<file path="src/sv/lcpm_pkg.sv">
// ----------------------------------------------------------------------------
// lcpm_pkg
// Shared types and constants of the leader cluster point merger.
// ----------------------------------------------------------------------------
package lcpm_pkg;

  localparam int unsigned NumClasses = 3;
  localparam logic [15:0] CountLimit = 16'hFFFF;
  localparam logic [15:0] MergeReset = 16'd500;

  // Request codes
  localparam logic ReqObserve = 1'b0;
  localparam logic ReqClear   = 1'b1;

  // Configuration register indexes
  localparam logic [1:0] RegBallMerge = 2'd0;
  localparam logic [1:0] RegGoalMerge = 2'd1;
  localparam logic [1:0] RegMateMerge = 2'd2;

  // One stored estimate: running sums, sample count and the current mean.
  typedef struct packed {
    logic signed [31:0] sum_x;
    logic signed [31:0] sum_y;
    logic [15:0]        count;
    logic signed [15:0] mean_x;
    logic signed [15:0] mean_y;
  } entry_t;

  typedef enum logic [2:0] {
    ST_IDLE,
    ST_SCAN,
    ST_DIV,
    ST_WRITE,
    ST_OUT
  } state_e;

endpackage

</file>
<file path="src/sv/lcpm_div.sv">
// ----------------------------------------------------------------------------
// lcpm_div
// Bit-serial signed divider: 32-bit sum by 16-bit count, truncated to zero.
// ----------------------------------------------------------------------------
module lcpm_div (
  input  logic               clk_i,
  input  logic               rst_ni,
  input  logic               start_i,
  input  logic signed [31:0] dividend_i,
  input  logic [15:0]        divisor_i,
  output logic               done_o,
  output logic signed [15:0] quot_o
);
  import lcpm_pkg::*;

  logic        busy_q;
  logic        done_q;
  logic [4:0]  cnt_q;
  logic [15:0] rem_q;
  logic [31:0] num_q;
  logic [15:0] dvs_q;
  logic        neg_q;
  logic [16:0] shifted;
  logic        ge;
  logic [16:0] diff;

  // One restoring step a cycle.
  assign shifted = {rem_q, num_q[31]};
  assign ge      = shifted >= {1'b0, dvs_q};
  assign diff    = shifted - {1'b0, dvs_q};

  always_ff @(posedge clk_i or negedge rst_ni) begin
    if (!rst_ni) begin
      busy_q <= 1'b0;
      done_q <= 1'b0;
      cnt_q  <= '0;
    end else begin
      done_q <= 1'b0;
      if (start_i) begin
        busy_q <= 1'b1;
        cnt_q  <= '0;
      end else if (busy_q) begin
        cnt_q <= cnt_q + 5'd1;
        if (cnt_q == 5'd31) begin
          busy_q <= 1'b0;
          done_q <= 1'b1;
        end
      end
    end
  end

  // Datapath registers.
  always_ff @(posedge clk_i) begin
    if (start_i) begin
      neg_q <= dividend_i[31];
      num_q <= dividend_i[31] ? 32'(-dividend_i) : dividend_i;
      dvs_q <= divisor_i;
      rem_q <= '0;
    end else if (busy_q) begin
      rem_q <= ge ? diff[15:0] : shifted[15:0];
      num_q <= {num_q[30:0], ge};
    end
  end

  assign done_o = done_q;
  assign quot_o = neg_q ? 16'(-num_q[15:0]) : num_q[15:0];

endmodule

</file>
<file path="config.mk">
export PLATFORM = sky130hd
export DESIGN_NAME = lcpm_div
export DESIGN_NICKNAME = d
export VERILOG_FILES = /design/src/sv/lcpm_pkg.sv /design/src/sv/lcpm_div.sv
export SDC_FILE = /design/constraint.sdc
export NUM_CORES = 1
export LEC_CHECK = 0
export ABC_CLOCK_PERIOD_IN_PS = 3210
export BUFFER_PORTS_ARGS = -buffer_cell sky130_fd_sc_hd__buf_2
export CORE_UTILIZATION = 25
export CTS_CLUSTER_DIAMETER = 60
export CTS_CLUSTER_SIZE = 25
export DETAILED_ROUTE_END_ITERATION = 7
export GPL_TIMING_DRIVEN = 0
export PLACE_DENSITY = 0.47
export SLEW_MARGIN = 20
export SYNTH_ARGS = -nofsm -noshare
export SYNTH_HDL_FRONTEND = slang
export SYNTH_SLANG_ARGS = --single-unit
export TNS_END_PERCENT = 100
</file>
<file path="constraint.sdc">
create_clock -name clk_i -period 3.21 [get_ports clk_i]
set_input_delay 0.642 -clock clk_i [delete_from_list [all_inputs] [get_ports clk_i]]
set_output_delay 0.642 -clock clk_i [all_outputs]
set_load 0.05 [all_outputs]
</file>
=== After elaboration in Yosys (flattened, before gate mapping) ===
Index checks and enable logic that the tools add are counted.

* Output and inout port bits: 17
* Word-level logic and storage cells: 27
* Input bits: 51
* Flip-flop bits (word level): 72

* Add/subtract/negate cells: 4
* Equality and inequality tests: 1
* Magnitude comparators: 1
* Reductions and logical operators: 1
* Muxes and demuxes: 13

{| class="wikitable"
|+ Operators by type and width
! cell !! count
|-
| two-way mux 32 bit || 3
|-
| two-way mux 16 bit || 2
|-
| negator 32 bit || 1
|-
| greater-or-equal comparator 17 x 16 -> 1 bit || 1
|-
| negator 16 bit || 1
|-
| subtractor 16 bit || 1
|-
| two-way mux 5 bit || 2
|-
| two-way mux 1 bit || 6
|-
| adder 5 x 1 -> 5 bit, second input constant || 1
|-
| == test 5 bit, second input constant || 1
|-
| nonzero test 2 bit || 1
|}

=== Logic depth before layout (Yosys ltp) ===
Gate-level depths: netlist of the first run.

* Depth after elaboration: 4
* Depth in mapped cells: 11
* Gate-level depth less buffers: 10

=== Least setup slack after synthesis of the first run ===
OpenSTA, ideal clock, no wires.

* Path type: input-to-reg
* Start: input dividend_i[12]
* End: register num_q[29] (data pin)
* Buffers on the path: 0
* Arrival time: 2.743 ns
* Setup time: 0.271 ns
* Required time: 2.939 ns
* Setup slack: 0.197 ns
* Stages: 7
* Cells stage by stage: or4_4 > or4_4 > or3_4 > or2_4 > o41ai_4 > xor2_1 > a21oi_1

* Cells in the longest elaborated chain, start to end: 3

{| class="wikitable"
|+ Ends and longest elaborated chain
! what !! RTL line !! RTL
|-
| start: declaration || lcpm_div.sv:9 || <nowiki>input logic signed [31:0] dividend_i,</nowiki>
|-
| negator 32 bit || lcpm_div.sv:56 || <nowiki>num_q <= dividend_i[31] ? 32'(-dividend_i) : dividend_i;</nowiki>
|-
| two-way mux 32 bit || lcpm_div.sv:56 ||
|-
| two-way mux 32 bit || lcpm_div.sv:54 || <nowiki>if (start_i) begin</nowiki>
|-
| end signal: assignment || lcpm_div.sv:56 ||
|-
| end signal: assignment || lcpm_div.sv:61 || <nowiki>num_q <= {num_q[30:0], ge};</nowiki>
|-
| end: declaration || lcpm_div.sv:20 || <nowiki>logic [31:0] num_q;</nowiki>
|}

Every way passes these cells.
A chain may end at the register's enable or synchronous reset.

=== Final worst setup path of the first run ===
* Start: register num_q[6]
* End: output quot_o[15]

* Cells in the longest elaborated chain, start to end: 2

{| class="wikitable"
|+ Ends and longest elaborated chain
! what !! RTL line !! RTL
|-
| negator 16 bit || lcpm_div.sv:66 || <nowiki>assign quot_o = neg_q ? 16'(-num_q[15:0]) : num_q[15:0];</nowiki>
|-
| two-way mux 16 bit || lcpm_div.sv:66 ||
|-
| end: declaration || lcpm_div.sv:12 || <nowiki>output logic signed [15:0] quot_o</nowiki>
|}

Every way passes these cells.

==> summary.md, run 1 <==
| Metric | Value |
|---|---|
| Run status | finished, final reports clean |
| Die Wd | 140 um |
| Initial antenna violation count | 0 |
| Vias in the first global route | between 4000 and 5000 |
| CP Buf/Inv Count | 1 |
| Crit Path Class | reg2out |
| Top-count cell post-synth | nor2_1 |
| VDD IR max | 0.243 mV |
| Final net count | 653 |
| GR Util met1 | 16.8% |
| Final hold slack | roughly 140 ps |
| Sequential-to-total area share from yosys stat | 41.6% |
| Via-per-instance ratio | slightly below 5 |
| Worst min-delay path category | in2async |
| Final antenna diode count | 0 |
| EDFF count, synth | 49 |
| Post-route setup TNS | 0 ps |
| Clock Path Buffers | 2 |
| Stages on worst setup path | 5 |
| Critical Path Max Stage Delay | between 500 and 600 ps |
| CP max-delay cell | nor4_1 |
| TritonCTS Buffers | 9 |
| Post-Syn Instances | 503 |
| FF-to-FF End | rem_q[10]$_SDFFE_PP0P_ |
| Post_cts resized | 0 |
| CTS tree | done |
| Dominant cell type by area after synthesis | edfxtp_1 |
| Clk root buf | clkbuf_16 |
| Max Cap Violations | 0 |
| Worst r2r src | dvs_q[7]$_DFFE_PP_ |
| Synth cell types | 54 |
| # IOs | 68 |
| Core Region | ~0.018 mm2 |
| Final Setup Violations | 0 |
| Pwr Total | roughly 2700 uW |
| GRT busiest layer | met2 |
| Share of cells above drive strength 1 | around 17% |
| CP cell instances | nor4_1 -> nand3_1 -> o31ai_1 -> xnor2_1 -> buf_2 |
| Dpl ws | -61.6 ps |
| Max_slew headroom | between 40% and 50% |
| CTS H-tree lvls | 3 |
| Crit path launch | num_q[6]$_DFFE_PP_ |
| Vias | between 3000 and 4000 |
| DRT Wirelength | ~12 mm |
| Post-synth ARST share | 9.72% |
| Post-CTS Hold Fix Bufs | 0 |
| Mapped Avg Cell Area | ~9.4 um2 |
| Slew Limit Fails | 0 |
| Crit path DAT | between 2000 and 2500 ps |
| FF+latch count, synth | 72 |
| Setup crit end | quot_o[15] |
| Lkg Pwr | ~0.0022 uW |
| Die Y | between 100 and 150 um |
| Final critical-path share of the clock period | between 90% and 100% |
| Drt first pass iters | 4 |
| Largest net degree at the start of global routing | 33 |
| Final setup margin | between 200 and 250 ps |
| Cell family with most CP delay | simple AND/OR/NAND/NOR gates |
| Syn nets | 575 |
| Post-DP HPWL | slightly above 9 mm |
| Grt met3 use | 3.61% |
| Initial core utilization | 25.9% |
| RD Place Congestion | 0.808 |
| Skew final | between 10 and 15 ps |
| Postcts setup bufs | 0 |
| Post-synth top flop | edfxtp_1 |
| Post-route ant nets | 0 |
| RSZ-0062 raised after global routing | no |
| Overall global routing resource usage | 13.1% |
| Fillers | about 1900 |
| CP Capture Type | output port |
| Yosys synthesis warning count | 0 |
| Post-synthesis cell area | between 0.004 and 0.005 mm2 |
| Worst reg2reg setup slack | about 290 ps |
| Pwr dens | approximately 470 mW/mm2 |
| Clk Latency, worst-skew pair | ~350 ps |
| # DRC | 0 |
| Die ar. | approximately 0.019 mm2 |
| Worst Reg2Reg Path Length in Cells | 10 |
| Area delta synth->final | 19.2% |
| Worst-path clk slew | 70 ps |
| Achievable frequency | about 330 MHz |
| Starting DRT DRC Count | approximately 200 |
| PortBufs | 67 |
| Critical path required time | roughly 2600 ps |
| CTS sink cnt | 72 |
| Top cells by area, synth | edfxtp_1 31%, dfxtp_1 6.8%, xor2_1 5.6%, ha_1 5.3%, xnor2_1 4.8% |
| Routed wire per std cell | between 10 and 15 um |
| First-pass GRT wire length | 20.1 mm |
| Crit Path Max Fanout | 4 |
| Met2 Usage GRT | around a fifth |
| Nature of the critical path startpoint | flop |
| Commonest cells post-synth | 60 x nor2_1, 49 x edfxtp_1, 44 x a21oi_1 |
| Num rows | between 40 and 50 |
| Area share of the largest cell type after synthesis | just over 30% |
| Tightest Pin Transition | between 700 and 800 ps |
| GR Overflow Total | 0 |
| Final hold viol count | 0 |
| Min Tclk post-route | roughly 3000 ps |
[placed cells by master, fill, tap and decap left out, drive strengths merged, types with 3 or more instances in the layout]
cell type  synthesis  final
mux2               3      3
edfxtp            49     49
a211oi            13     13
o21a               6      6
clkbuf            20     29
nor2              60     60
a21oi             44     44
nand3b             3      3
ha                20     20
o221ai             3      3
mux2i             11     11
nor2b              7      7
a21o               9      9
o31ai             14     14
o41ai              5      5
dfxtp             16     16
or4                7      7
clkinv             0      3
or3                8      8
nor3               7      7
or2                5      5
nand2b            11     11
inv               26     29
o211ai             5      5
dfrtp              7      7
nand4              3      3
xnor2             26     26
xor2              30     30
nand3              4      4
o21ai             20     20
nand2             32     32
buf                6     73
nor3b              3      3
[metal layers]
metal	up-vias	share of wire, %
met5	-	0
met3	18	4.8
li1	1976	-
met1	1874	47
met4	0	1.6
met2	88	46
[power breakdown]
group          internal (uW)  switching (uW)
Combinational            186             368
Clock                    538             437
Sequential              1080            52.8
Total                   1800             857
[how the worst min path moves through the flow]
stage / to / startpoint / cells past startpoint / slack (ps)
CTS: cnt_q[4]$_DFFE_PN0P_ / rst_ni / 1 / 130
floorplan: busy_q$_DFF_PN0_ / rst_ni / 0 / 350
finish: cnt_q[2]$_DFFE_PN0P_ / rst_ni / 1 / 140
global placement: rem_q[2]$_SDFFE_PP0P_ / rem_q[2]$_SDFFE_PP0P_ / 2 / 490
detailed placement: done_o$_DFF_PN0_ / rst_ni / 1 / 500
global route: cnt_q[2]$_DFFE_PN0P_ / rst_ni / 1 / 130
[layout make-up]
cell class	count	area [um2]	share of cell area, %
plain buffers	26	101	1.80
well taps	229	287	5.08
inverters	26	97.6	1.73
clock inverters	7	62.6	1.11
repair buffers	67	335	5.94
clock buffers	9	225	3.99
flip-flops and latches	72	1970	34.9
multi-input cells	379	2570	45.5
[kinds of logic after synthesis]
group	after synthesis	synth area share, %
xor+xnor	56	10.4
compound gates	129	18.3
simple gates	159	16.8
flops	72	41.6
mux	14	3.04
buf+inv	52	4.20
fa+ha+maj	21	5.71
[stage by stage]
stage          instance area, um2  cells  util, %
2_1_floorplan                4730    503        -
3_3_place_gp                 5360    799     29.3
3_5_place_dp                 5360    799     29.3
4_1_cts                      5640    815     30.9
5_1_grt                      5640    815     30.9
6_report                     5640    815     30.9
[registers in the layout (all words and copies together) (netlist names)]
register,cells
done_o,1
busy_q,1
num_q,32
neg_q,1
dvs_q,16
cnt_q,5
rem_q,16
[worst reg2reg max path: cells and delay by family (launching register included)]
kind / cells / cell delay [ps]
flops: 1 / 320
buf+inv: 3 / 870
fa+ha+maj: 1 / 260
compound gates: 4 / 870
simple gates: 2 / 520
(Power assumes the default switching activity.)
==> inputs of run 2 (changes only) <==
- BUFFER_PORTS_ARGS: -buffer_cell sky130_fd_sc_hd__buf_2 -> not set
- DONT_BUFFER_PORTS: not set -> 1
- PLACE_DENSITY: 0.47 -> 0.44
==> run 2 against run 1 <==
Compared with the run above: global-route usage increased by 0.31 points; clock skew decreased by 3.0 ps; critical path depth increased by 1; fmax decreased by 1.6%; combinational power decreased by 15%; final cell count decreased by 8.1%; flip-flop and latch count unchanged; final area decreased by 5.2%; worst hold slack improved by 250 ps; register-to-register slack improved by 120 ps; count of clock-buffer cells in the layout unchanged; setup slack got worse by 50 ps.
==> summary.md, run 2 (synthesis results as in run 1) <==
| Metric | Value |
|---|---|
| RD Place Congestion | 0.814 (was 0.808) |
| Final net count | 587 (was 653) |
| Slew Limit Fails | 0 (unchanged) |
| Starting DRT DRC Count | 165 (was 195) |
| Achievable frequency | 329 MHz (was 335 MHz) |
| Tightest Pin Transition | 1160 ps (was 776 ps) |
| Post-route ant nets | 0 (unchanged) |
| # IOs | 68 (unchanged) |
| Crit path launch | num_q[0]$_DFFE_PP_ (was num_q[6]$_DFFE_PP_) |
| Die Wd | 140 um (unchanged) |
| Clk root buf | clkbuf_16 (unchanged) |
| Die ar. | 0.0195 mm2 (unchanged) |
| GR Overflow Total | 0 (unchanged) |
| Post-route setup TNS | 0 ps (unchanged) |
| Final hold viol count | 0 (unchanged) |
| Worst Reg2Reg Path Length in Cells | 10 (unchanged) |
| TritonCTS Buffers | 9 (unchanged) |
| Pint | 1820 uW (was 1800 uW) |
| Fillers | 1945 (was 1940) |
| Worst r2r src | dvs_q[7]$_DFFE_PP_ (unchanged) |
| CTS H-tree lvls | 3 (unchanged) |
| Critical path required time | 2570 ps (about the same) |
| CTS sink cnt | 72 (unchanged) |
| Share of cells above drive strength 1 | 6.54% (was 16.7%) |
| Clk Latency, worst-skew pair | 350 ps (about the same) |
| VDD IR max | 0.260 mV (was 0.243 mV) |
| Pwr dens | 490 mW/mm2 (was 471 mW/mm2) |
| Sequential power share | 43.3% (was 42.5%) |
| Die Y | 140 um (unchanged) |
| Final antenna diode count | 0 (unchanged) |
| Final critical-path share of the clock period | 94.6% (was 93.1%) |
| Commonest non-fill, non-tap cell in the layout | nor2_1 (was buf_2) |
| Most frequent cells in the layout | 60 x nor2_1, 49 x edfxtp_1, 44 x a21oi_1 (was 67 x buf_2, 60 x nor2_1, 49 x edfxtp_1) |
| Worst reg2reg setup slack | 410 ps (was 290 ps) |
| Skew final | 8.61 ps (was 11.6 ps) |
| Initial antenna violation count | 0 (unchanged) |
| Nature of the critical path startpoint | flop (unchanged) |
| Min Tclk post-route | 3040 ps (was 2990 ps) |
| Clock Path Buffers | 2 (unchanged) |
| Run status | finished, final reports clean (unchanged) |
| Area delta synth->final | 13.0% (was 19.2%) |
| Worst Hold Path Cells | 0 |
| Worst min-delay path category | in2reg (was in2async) |
| Post-DP HPWL | 9.15 mm (was 9.26 mm) |
| Largest net degree at the start of global routing | 33 (unchanged) |
| Final setup margin | 172 ps (was 222 ps) |
| Via-per-instance ratio | 4.93 (was 4.85) |
| Vias in the first global route | 3840 (was 4038) |
| Multi-input logic area | 0.00259 mm2 (was 0.00257 mm2) |
| CTS tree | done (unchanged) |
| CP max-delay cell | xnor2_1 (was nor4_1) |
| Max_slew headroom | 22.4% (was 48.3%) |
| Crit path DAT | 2400 ps (was 2350 ps) |
| Dpl ws | 69.1 ps (was -61.6 ps) |
| Overall global routing resource usage | 13.4% (was 13.1%) |
| CP Capture Type | output port (unchanged) |
| Setup crit end | quot_o[12] (was quot_o[15]) |
| Final Setup Violations | 0 (unchanged) |
| Switching Share | 30.4% (was 32.2%) |
| Logic pwr share | 18.0% (was 20.8%) |
| Switch Pwr | 795 uW (was 857 uW) |
| Max FFs per register | 32 (unchanged) |
| RSZ-0062 raised after global routing | no (unchanged) |
| Critical Path Max Stage Delay | 900 ps (was 530 ps) |
| First-pass GRT wire length | 20.2 mm (was 20.1 mm) |
| Largest regs | num_q x32, dvs_q x16, rem_q x16 (unchanged) |
| CP cell instances | inv_1 -> ha_1 -> nor2b_1 -> nand3_1 -> o31ai_1 -> xnor2_1 (was nor4_1 -> nand3_1 -> o31ai_1 -> xnor2_1 -> buf_2) |
| Max Cap Violations | 0 (unchanged) |
| Lkg Pwr | 0.00201 uW (was 0.00225 uW) |
| Vias | 3694 (was 3956) |
| Biggest register | num_q (unchanged) |
| Initial core utilization | 25.9% (unchanged) |
| # DRC | 0 (unchanged) |
| Clk pwr share | 38.7% (was 36.6%) |
| DRT Wirelength | 12.4 mm (was 12.2 mm) |
| Routed wire per std cell | 16.6 um (was 14.9 um) |
| Crit Path Class | reg2out (unchanged) |
| Num rows | 49 (unchanged) |
| Worst-path clk slew | 60 ps (was 70 ps) |
| PortBufs | 0 (was 67) |
| Core Region | 0.0183 mm2 (unchanged) |
| FF-to-FF End | rem_q[4]$_SDFFE_PP0P_ (was rem_q[10]$_SDFFE_PP0P_) |
| Drt first pass iters | 4 (unchanged) |
| Sequential cell area | 0.00197 mm2 (unchanged) |
| Crit Path Max Fanout | 4 (unchanged) |
-- run 2: changes by cell type in the layout (fill, tap and decap cells not counted), moves of 2 or more --
cell,change
clkinv_2,+2
xnor2_2,+3
xnor2_1,-3
buf_2,-67
clkinv_4,-3
-- run 2: what timing repair did --
item                                    in CTS  in global routing
resized for setup                            0                  3
hold buffers                                 1                  0
endpoints found under the setup margin       0                  3
hold endpoints to repair                     7                  0
setup buffers                                0                  0
-- run 2: power groups by stage --
stage	logic, uW	registers (uW)	clock network, uW
global placement	461	1150	0
global route	516	1140	1080
CTS	471	1130	1040
detailed placement	466	1150	0
finish	473	1130	1010
floorplan	401	1130	0
-- run 2: critical path: cells and delay by family, from the launching register on --
family / cells / cell delay [ps]
XOR/XNOR: 1 / 900
flip-flops: 1 / 450
AND/OR/NAND/NOR: 2 / 300
adder cells (fa/ha/maj): 1 / 220
AO/OA/AOI/OAI: 1 / 100
buffers and inverters: 1 / 70
-- run 2: stage by stage --
step | instance area (um2) | std cells | hold WS [ps] | utilization [%] | total power [uW]
6_report | 5350 | 749 | 386 | 29.3 | 2620
5_1_grt | 5350 | 749 | 368 | 29.3 | 2740
4_1_cts | 5320 | 749 | 371 | 29.1 | 2650
3_5_place_dp | 5020 | 732 | 347 | 27.5 | 1620
3_3_place_gp | 5020 | 732 | 347 | 27.5 | 1610
2_1_floorplan | 4730 | 503 | 346 | - | 1530
-- run 2: cell type report --
type / count / area share, %
Clock inverter: 7 / 1.29
Multi-Input combinational cell: 379 / 48.4
Sequential cell: 72 / 36.8
Inverter: 26 / 1.82
Buffer: 26 / 1.92
Clock buffer: 9 / 4.21
Tap cell: 229 / 5.36
Timing Repair Buffer: 1 / 0.187
-- run 2: how the worst min path moves through the flow --
stage | from | to | slack, ps
6_report | divisor_i[14] | dvs_q[14]$_DFFE_PP_ | 390
5_1_grt | divisor_i[14] | dvs_q[14]$_DFFE_PP_ | 370
4_1_cts | divisor_i[15] | dvs_q[15]$_DFFE_PP_ | 370
3_5_place_dp | rst_ni | done_o$_DFF_PN0_ | 350
3_3_place_gp | rst_ni | done_o$_DFF_PN0_ | 350
2_1_floorplan | rst_ni | busy_q$_DFF_PN0_ | 350
-- run 2: per-layer routing --
| metal | vias up | GRT usage [%] | part of all wire [%] |
|---|---|---|---|
| met5 | - | 0 | 0 |
| met4 | 0 | 3.88 | 1.3 |
| met3 | 14 | 6.06 | 8.2 |
| met2 | 107 | 21.5 | 45 |
| met1 | 1735 | 16.2 | 45 |
| li1 | 1838 | - | - |
